$ cat config.mk
export PLATFORM = sky130hd
export DESIGN_NAME = srm_ctrl
export DESIGN_NICKNAME = d
export VERILOG_FILES = /design/src/hdl/srm_pkg.sv /design/src/hdl/srm_ctrl.sv
export VERILOG_INCLUDE_DIRS = /design/src /design/src/hdl
export SDC_FILE = /design/constraint.sdc
export NUM_CORES = 1
export LEC_CHECK = 0
export ABC_AREA = 0
export BUFFER_PORTS_ARGS = -buffer_cell sky130_fd_sc_hd__buf_2
export CAP_MARGIN = 20
export CORE_ASPECT_RATIO = 0.9
export CORE_UTILIZATION = 45
export DETAILED_ROUTE_END_ITERATION = 10
export PLACE_DENSITY = 0.64
export SLEW_MARGIN = 10
export SYNTH_ARGS = -nofsm -noshare
export SYNTH_HDL_FRONTEND = slang
export SYNTH_SLANG_ARGS = --single-unit
$ cat constraint.sdc
create_clock -name clk -period 3.3 [get_ports clk]
set_clock_uncertainty 0.2 [all_clocks]
set_input_delay 0.33 -clock clk [delete_from_list [all_inputs] [get_ports clk]]
set_output_delay 0.33 -clock clk [all_outputs]
set_load 0.005 [all_outputs]
$ cat src/hdl/scrypt_romix_salsa20_8_core_assert.svh
// Assertion macros for the scrypt ROMix core.
// Used by the controller; expects clk and rst_n in scope.
`ifndef SCRYPT_ROMIX_SALSA20_8_CORE_ASSERT_SVH
`define SCRYPT_ROMIX_SALSA20_8_CORE_ASSERT_SVH

// Same-cycle implication.
`define SRM_ASSERT_NOW(lbl, a, c) \
    lbl: assert property (@(posedge clk) disable iff (!rst_n) (a) |-> (c)) \
        else $error("assertion failed");

// Next-cycle implication.
`define SRM_ASSERT_NEXT(lbl, a, c) \
    lbl: assert property (@(posedge clk) disable iff (!rst_n) (a) |=> (c)) \
        else $error("assertion failed");

`endif

$ cat src/hdl/srm_pkg.sv
// Shared types, constants and Salsa20/8 round functions for the ROMix core.
// No dependencies.
package srm_pkg;

    localparam int DEF_BLOCK_FACTOR = 1;
    localparam int DEF_MAX_LOG_N    = 10;
    localparam int SUB_WORDS        = 16;
    localparam int LOG_N_W          = 4;
    localparam logic [LOG_N_W-1:0] LOG_N_RESET = 4'd10;

    localparam int ROT_A = 7;
    localparam int ROT_B = 9;
    localparam int ROT_C = 13;
    localparam int ROT_D = 18;

    typedef logic [31:0] word_t;
    typedef logic [SUB_WORDS-1:0][31:0] sblk_t;

    typedef enum logic [3:0] {
        ST_LOAD,
        ST_STORE,
        ST_JLATCH,
        ST_XOR,
        ST_MINIT,
        ST_SLOAD,
        ST_ROUND,
        ST_SADD,
        ST_COPY,
        ST_OUT
    } state_t;

    typedef enum logic {
        PASS_FILL,
        PASS_MIX
    } pass_t;

    typedef struct packed {
        logic load_shift;
        logic store;
        logic mem_rd;
        logic jlatch;
        logic s_init;
        logic s_load;
        logic s_round;
        logic s_add;
        logic copy;
        logic out_rot;
    } cmd_t;

    function automatic word_t rotl(word_t v, int c);
        return (v << c) | (v >> (32 - c));
    endfunction

    function automatic sblk_t quarter(sblk_t w, int a, int b, int c, int d);
        sblk_t r;
        r = w;
        r[b] = r[b] ^ rotl(word_t'(r[a] + r[d]), ROT_A);
        r[c] = r[c] ^ rotl(word_t'(r[b] + r[a]), ROT_B);
        r[d] = r[d] ^ rotl(word_t'(r[c] + r[b]), ROT_C);
        r[a] = r[a] ^ rotl(word_t'(r[d] + r[c]), ROT_D);
        return r;
    endfunction

    function automatic sblk_t double_round(sblk_t w);
        sblk_t r;
        r = w;
        r = quarter(r, 0, 4, 8, 12);
        r = quarter(r, 5, 9, 13, 1);
        r = quarter(r, 10, 14, 2, 6);
        r = quarter(r, 15, 3, 7, 11);
        r = quarter(r, 0, 1, 2, 3);
        r = quarter(r, 5, 6, 7, 4);
        r = quarter(r, 10, 11, 8, 9);
        r = quarter(r, 15, 12, 13, 14);
        return r;
    endfunction

endpackage

$ cat src/hdl/srm_ctrl.sv
// Controller of the ROMix core: sequences load, both passes and output.
// Depends on srm_pkg and scrypt_romix_salsa20_8_core_assert.svh.
module srm_ctrl #(
    parameter int BLOCK_FACTOR = srm_pkg::DEF_BLOCK_FACTOR,
    parameter int MAX_LOG_N    = srm_pkg::DEF_MAX_LOG_N
) (
    input  logic                                  clk,
    input  logic                                  rst_n,
    input  logic                                  start,
    input  logic                                  cfg_we,
    input  logic [srm_pkg::LOG_N_W-1:0]           cfg_data,
    output logic                                  busy,
    output logic                                  out_valid,
    output logic                                  last_word,
    output srm_pkg::cmd_t                         cmd,
    output logic [$clog2(32*BLOCK_FACTOR)-1:0]    word_idx,
    output logic [$clog2(2*BLOCK_FACTOR)-1:0]     sub_idx,
    output logic [MAX_LOG_N-1:0]                  round_idx,
    output logic [MAX_LOG_N-1:0]                  n_mask
);
    import srm_pkg::*;

    localparam int BLK   = 32 * BLOCK_FACTOR;
    localparam int NSUB  = 2 * BLOCK_FACTOR;
    localparam int WORDW = $clog2(BLK);
    localparam int SUBW  = $clog2(NSUB);

    state_t state_reg, state_next;
    pass_t  pass_reg, pass_next;
    logic [WORDW:0]         cnt_reg, cnt_next;
    logic [SUBW-1:0]        sub_reg, sub_next;
    logic [1:0]             dr_reg, dr_next;
    logic [MAX_LOG_N-1:0]   round_reg, round_next;
    logic [MAX_LOG_N-1:0]   mask_reg, mask_next;
    logic [LOG_N_W-1:0]     log_n_reg;
    logic [MAX_LOG_N-1:0]   mask_calc;

    // clamp log_n to 1..MAX_LOG_N and turn it into N-1
    always_comb
    begin
        int ln;
        ln = int'(log_n_reg);
        if (ln < 1)
        begin
            ln = 1;
        end
        if (ln > MAX_LOG_N)
        begin
            ln = MAX_LOG_N;
        end
        for (int b = 0; b < MAX_LOG_N; b++)
        begin
            mask_calc[b] = (b < ln);
        end
    end

    always_ff @(posedge clk or negedge rst_n)
    begin
        if (!rst_n)
        begin
            log_n_reg <= LOG_N_RESET;
        end
        else if (cfg_we)
        begin
            log_n_reg <= cfg_data;
        end
    end

    always_ff @(posedge clk or negedge rst_n)
    begin
        if (!rst_n)
        begin
            state_reg <= ST_LOAD;
            pass_reg  <= PASS_FILL;
            cnt_reg   <= '0;
            sub_reg   <= '0;
            dr_reg    <= '0;
            round_reg <= '0;
            mask_reg  <= '0;
        end
        else
        begin
            state_reg <= state_next;
            pass_reg  <= pass_next;
            cnt_reg   <= cnt_next;
            sub_reg   <= sub_next;
            dr_reg    <= dr_next;
            round_reg <= round_next;
            mask_reg  <= mask_next;
        end
    end

    assign word_idx  = cnt_reg[WORDW-1:0];
    assign sub_idx   = sub_reg;
    assign round_idx = round_reg;
    assign n_mask    = mask_reg;
    assign busy      = (state_reg != ST_LOAD);

    always_comb
    begin
        state_next = state_reg;
        pass_next  = pass_reg;
        cnt_next   = cnt_reg;
        sub_next   = sub_reg;
        dr_next    = dr_reg;
        round_next = round_reg;
        mask_next  = mask_reg;
        cmd        = '0;
        out_valid  = 1'b0;
        last_word  = 1'b0;
        case (state_reg)
            ST_LOAD:
            begin
                if (start)
                begin
                    cmd.load_shift = 1'b1;
                    if (cnt_reg == (WORDW+1)'(BLK - 1))
                    begin
                        cnt_next   = '0;
                        round_next = '0;
                        pass_next  = PASS_FILL;
                        mask_next  = mask_calc;
                        state_next = ST_STORE;
                    end
                    else
                    begin
                        cnt_next = cnt_reg + 1'b1;
                    end
                end
            end
            ST_STORE:
            begin
                cmd.store = 1'b1;
                if (cnt_reg == (WORDW+1)'(BLK - 1))
                begin
                    cnt_next   = '0;
                    state_next = ST_MINIT;
                end
                else
                begin
                    cnt_next = cnt_reg + 1'b1;
                end
            end
            ST_JLATCH:
            begin
                cmd.jlatch = 1'b1;
                cnt_next   = '0;
                state_next = ST_XOR;
            end
            ST_XOR:
            begin
                // issue reads for BLK words; the last one lands in the following cycle
                cmd.mem_rd = !cnt_reg[WORDW];
                if (cnt_reg[WORDW])
                begin
                    cnt_next   = '0;
                    state_next = ST_MINIT;
                end
                else
                begin
                    cnt_next = cnt_reg + 1'b1;
                end
            end
            ST_MINIT:
            begin
                cmd.s_init = 1'b1;
                sub_next   = '0;
                state_next = ST_SLOAD;
            end
            ST_SLOAD:
            begin
                cmd.s_load = 1'b1;
                dr_next    = '0;
                state_next = ST_ROUND;
            end
            ST_ROUND:
            begin
                cmd.s_round = 1'b1;
                dr_next     = dr_reg + 1'b1;
                if (dr_reg == 2'd3)
                begin
                    state_next = ST_SADD;
                end
            end
            ST_SADD:
            begin
                cmd.s_add = 1'b1;
                if (sub_reg == SUBW'(NSUB - 1))
                begin
                    state_next = ST_COPY;
                end
                else
                begin
                    sub_next   = sub_reg + 1'b1;
                    state_next = ST_SLOAD;
                end
            end
            ST_COPY:
            begin
                cmd.copy = 1'b1;
                cnt_next = '0;
                if (round_reg == mask_reg)
                begin
                    round_next = '0;
                    if (pass_reg == PASS_FILL)
                    begin
                        pass_next  = PASS_MIX;
                        state_next = ST_JLATCH;
                    end
                    else
                    begin
                        state_next = ST_OUT;
                    end
                end
                else
                begin
                    round_next = round_reg + 1'b1;
                    state_next = (pass_reg == PASS_FILL) ? ST_STORE : ST_JLATCH;
                end
            end
            ST_OUT:
            begin
                cmd.out_rot = 1'b1;
                out_valid   = 1'b1;
                if (cnt_reg == (WORDW+1)'(BLK - 1))
                begin
                    last_word  = 1'b1;
                    cnt_next   = '0;
                    state_next = ST_LOAD;
                end
                else
                begin
                    cnt_next = cnt_reg + 1'b1;
                end
            end
            default:
            begin
                state_next = ST_LOAD;
            end
        endcase
    end

    `include "scrypt_romix_salsa20_8_core_assert.svh"

    `SRM_ASSERT_NOW(a_out_busy, out_valid, busy)
    `SRM_ASSERT_NEXT(a_last_idle, out_valid && last_word, !busy && cnt_reg == '0)
    `SRM_ASSERT_NOW(a_busy_rise, $rose(busy), $past(start) && $past(cnt_reg) == (WORDW+1)'(BLK - 1))
    `SRM_ASSERT_NOW(a_rd_in_mix, cmd.mem_rd, pass_reg == PASS_MIX)

endmodule

; ---- After elaboration in Yosys (flattened, before gate mapping)
; Cells that the tools add are included.
[totals]
elab_cells = 98
in_bits = 8
register_bits = 38
output_inout_bits = 39
[op_classes]
n_mux = 41
add_sub_neg = 4
eq_ne = 19
n_lt_le_gt_ge = 12
n_reduce_logical = 14
[ops]
columns = operator, count
row1 = < comparator 4 x 32 -> 1 bit (first input constant), 4
row2 = < comparator 3 x 32 -> 1 bit (first input constant), 2
row3 = < comparator 5 x 32 -> 1 bit (first input constant), 2
row4 = 2-to-1 mux 4 bit, 11
row5 = case mux 4 bit (10 select lines), 1
row6 = > comparator 32 x 5 -> 1 bit (second input constant), 1
row7 = < comparator 1 x 32 -> 1 bit (first input constant), 1
row8 = < comparator 2 x 32 -> 1 bit (first input constant), 1
row9 = 2-to-1 mux 10 bit, 3
row10 = case mux 6 bit (4 select lines), 1
row11 = case mux 10 bit (2 select lines), 1
row12 = 2-to-1 mux 6 bit, 3
row13 = 2-to-1 mux 1 bit, 17
row14 = equality test 4 x 3 -> 1 bit (second input constant), 4
row15 = inequality test 2 bit (second input constant), 7
row16 = adder 10 x 1 -> 10 bit (second input constant), 1
row17 = equality test 10 bit, 1
row18 = equality test 4 x 2 -> 1 bit (second input constant), 2
row19 = equality test 4 bit (second input constant), 2
row20 = nonzero test 4 bit, 2
row21 = adder 6 x 1 -> 6 bit (second input constant), 1
row22 = equality test 6 x 5 -> 1 bit (second input constant), 1
row23 = AND reduction 3 bit, 2
row24 = AND reduction 6 bit, 1
row25 = other kinds (14), 18

; ---- Depth between registers and ports, before layout
[logic_depth]
word_depth = 5
depth_mapped = 9
mapped_depth_nobuf = 9

; ---- Worst setup path after synthesis
; Ideal clock, no wire load.
[synth_timing]
path_type = register -> register
from = register round_reg[1], in the netlist round_idx[1]
to = register state_reg[0]
synth_period_minus_slack_ns = 2.183
stages_incl_launch_ff = 9
t_required_ns = 3.035
setup_time_ns = 0.065
slack_ns = 1.117
path_buffers = 0
t_arrival_ns = 1.919
path_cell_list = dfrtp_1 > xor2_1 > nor4_2 > nand4_2 > inv_1 > ha_1 > o31a_1 > o22ai_1 > mux2_4
[synth_between]
elab_chain_len = 3
[synth_lines]
columns = item, line_no
row1 = start: declaration, srm_ctrl.sv:33  ; logic [MAX_LOG_N-1:0] round_reg, round_next;
row2 = start signal: assignment, srm_ctrl.sv:88  ; round_reg <= round_next;
row3 = equality test 10 bit, srm_ctrl.sv:202  ; if (round_reg == mask_reg)
row4 = 2-to-1 mux 4 bit, srm_ctrl.sv:202
row5 = case mux 4 bit (10 select lines), srm_ctrl.sv:111  ; case (state_reg)
row6 = end signal: assignment, srm_ctrl.sv:83  ; state_reg <= state_next;
row7 = end: declaration, srm_ctrl.sv:28  ; state_t state_reg, state_next;
; Every way passes these cells.
; A chain may end at the register's enable or synchronous reset.

; ---- Worst setup path after layout
; Ends and elaborated chain as after synthesis.

==> impl_metrics.py <==
metrics = {
    "outcome": {
        "status": "completed",
    },
    "synth": {
        "syn_area_sq_um": 2371,
        "syn_area_per_cell_sq_um": 9.262,
        "yosysSeqAreaShare_pct": 40.21,
        "yosys_warnings": 0,
        "async_reset_ff_share_pct": 100.0,
        "synth.net_count": 269,
        "yosys.area.top_type_share_pct": 37.99,
        "synth.distinct_cells": 56,
        "ys.flop_type": "dfrtp_1",
        "synth_seq_cells": 38,
        "synth_edf_count": 0,
        "yosys.area.top_type": "dfrtp_1",
        "synth_area_leaders": "dfrtp_1, nand2_1, xor2_1",
        "syn_inst": 256,
    },
    "detailed_routing": {
        "drcViolationCount": 0,
        "vias": 1914,
        "routedWlPerCell_um": 14.18,
        "wl_mm": 5.049,
        "drtIter0Drc": 69,
        "dr.pass1.iters": 4,
        "viasPerCell": 5.376,
        "ant_nets": 0,
    },
    "die": {
        "io_pins": 47,
        "start_util_pct": 47.85,
        "fp.dieArea_sq_um": 5564,
        "rows": 24,
        "die_h_um": 70.86,
        "core_area_sq_um": 4955,
        "fp.dieW_um": 78.52,
    },
    "finish": {
        "syn2layout_area_growth_pct": 12.98,
        "fill_cells": 477,
        "fin_nets": 303,
        "layout_common_cells": "buf_2, dfrtp_1, nand2_1, nor2_1, o21ai_0",
        "regArea_sq_um": 953.4,
        "final_common_cell": "buf_2",
        "drive_gt1_share_pct": 29.55,
        "finalNonFillerCells": 356,
        "diodes": 0,
        "multiInputGateArea_sq_um": 1230,
    },
    "timing": {
        "clock.fmax_mhz": 423.9,
        "worstMarginPinSlew_ns": 0.8809,
        "report.final.slew_viol_count": 0,
        "slew_headroom_pct": 41.27,
        "hold_viol": 0,
        "finalSetupViolCount": 0,
        "rsz0062_at_grt": "no",
        "period_share_pct": 71.49,
        "period_minus_slack_ns": 2.359,
        "finalSetupTns_ns": 0,
    },
    "setup_path": {
        "crit_fanout": 8,
        "criticalPathCategory": "flop to flop",
        "r2r-start": "round_idx[1]",
        "crit_chain": "xor2_1 > nor4_2 > nand4_2 > inv_1 > ha_1 > o31a_1 > o22ai_1 > mux2_4",
        "worstSetupStartpointType": "flop",
        "cp-end-kind": "flop",
        "crit_family": "simple AND/OR/NAND/NOR gates",
        "slowest_delay_ns": 0.47,
        "critPathRequiredTime_ns": 3.33,
        "reg2regPathDepth": 8,
        "cp.arrival_ns": 2.39,
        "r2r_slack_ns": 0.94,
        "path_buf_inv": 1,
        "crit-reg2reg-capture": "state_reg[0]",
        "cp_slowest_cell": "dfrtp_1",
    },
    "global_route": {
        "gr-usage-met1_pct": 29.88,
        "grt_remaining_overflow": 0,
        "grt_max_degree": 39,
        "busiest_layer": "met1",
        "antenna_found_initial": 0,
        "grt_pass1_vias": 1809,
        "grtUsageMet3_pct": 3.871,
        "grt_pass1_wl_mm": 8.783,
        "gr-usage-met2_pct": 29.18,
        "track_usage_pct": 20.02,
    },
    "clocking": {
        "clock-root-buffer": "clkbuf_8",
        "clk_latency_ns": 0.29,
        "post_cts_buffers": 0,
        "cts_made_buffers": 5,
        "hold_buffers": 1,
        "cts_tree": "built",
        "max-clock-path-buffers": 2,
        "post_cts_resized": 0,
        "clock-sinks": 38,
        "clk_pin_slew_ns": 0.08,
        "htree_levels": 2,
    },
    "placement": {
        "dp_hpwl_mm": 3.531,
        "globalplace.congestion": 0.7599,
        "port_buffers": 46,
        "place_inst": 347,
    },
    "min_path": {
        "min_to": "log_n_reg[3]",
        "worstHoldPathCells": 2,
        "hp-class": "primary input to flop",
        "hold_start": "cfg_data[3]",
    },
    "power": {
        "p_sw_mw": 0.2011,
        "sw_frac_of_total_pct": 22.09,
        "internal_power_mw": 0.7092,
        "powerDensity_nw_per_um2": 339.8,
        "vdd_ir_drop_max_mv": 0.2169,
        "p_leak_nw": 1.345,
        "p_comb_share_pct": 3.1,
        "p_clk_share_pct": 44.0,
        "seq_power_share_pct": 52.9,
    },
    "job": {
        "cap_violations": 0,
    },
}
==> per-layer routing <==
layer | part of all wire (%) | vias to the layer above
met5 | 0 | -
met4 | 1.1 | 0
met3 | 3.7 | 7
met2 | 43 | 41
met1 | 52 | 902
li1 | - | 964
==> how the worst max path moves through the flow <==
stage	from	to	slack, ns	cells past startpoint
final	round_idx[1]	state_reg[0]	0.94	8
after global routing	round_idx[1]	state_reg[0]	0.82	8
after CTS	round_idx[1]	state_reg[0]	0.94	8
after detailed placement	round_idx[1]	state_reg[0]	0.97	8
after global placement	round_idx[1]	state_reg[0]	1.03	8
after floorplan	round_idx[1]	state_reg[0]	1.12	8
==> area by class of cell <==
| cell class | instances | share of cell area [%] |
|---|---|---|
| multi-input combinational | 186 | 45.91 |
| sequential | 38 | 35.59 |
| timing repair buffer | 51 | 10.09 |
| tap | 65 | 3.036 |
| clock buffer | 5 | 2.569 |
| clock inverter | 3 | 1.681 |
| inverter | 8 | 1.121 |
==> metrics by stage <==
step	hold WS, ns	power (mW)	cell area [sq um]	setup slack (ns)	utilization (%)
after global routing	0.06020	0.9419	2679	0.8245	54.07
after global placement	0.2947	0.5186	2555	1.033	51.57
final	0.06896	0.9103	2679	0.9410	54.07
after CTS	0.06060	0.9204	2679	0.9355	54.07
after detailed placement	0.2873	0.5192	2555	0.9682	51.57
after floorplan	-0.1656	0.5019	2371	1.117	-
==> power groups by stage <==
stage | combinational (mW) | clock, mW | sequential [mW]
6_report | 0.0281 | 0.400 | 0.482
5_1_grt | 0.0324 | 0.426 | 0.483
4_1_cts | 0.0291 | 0.410 | 0.482
3_5_place_dp | 0.0281 | 0 | 0.491
3_3_place_gp | 0.0278 | 0 | 0.491
2_1_floorplan | 0.0190 | 0 | 0.483
==> synthesized netlist by cell type (8+ instances only) <==
cell and instances:
nand2_1 28, a21oi_1 8, xor2_1 12, dfrtp_1 36, buf_4 10, nor2_1 24, o21ai_0 15
==> logic make-up after synthesis <==
kind of cell    synth area share [%]
flops                          40.21
compound gates                 16.31
simple gates                   23.11
mux                            3.166
xor+xnor                       6.649
buf+inv                        7.916
fa+ha+maj                      2.639
==> worst reg2reg max path, stage by stage, from the launching register on <==
cell and delay, ns:
dfrtp_1 0.47, xor2_1 0.18, nor4_2 0.29, nand4_2 0.24, inv_1 0.14, ha_1 0.25
o31a_1 0.24, o22ai_1 0.12, mux2_4 0.16
Note: power is estimated with default switching activity, not from simulation.
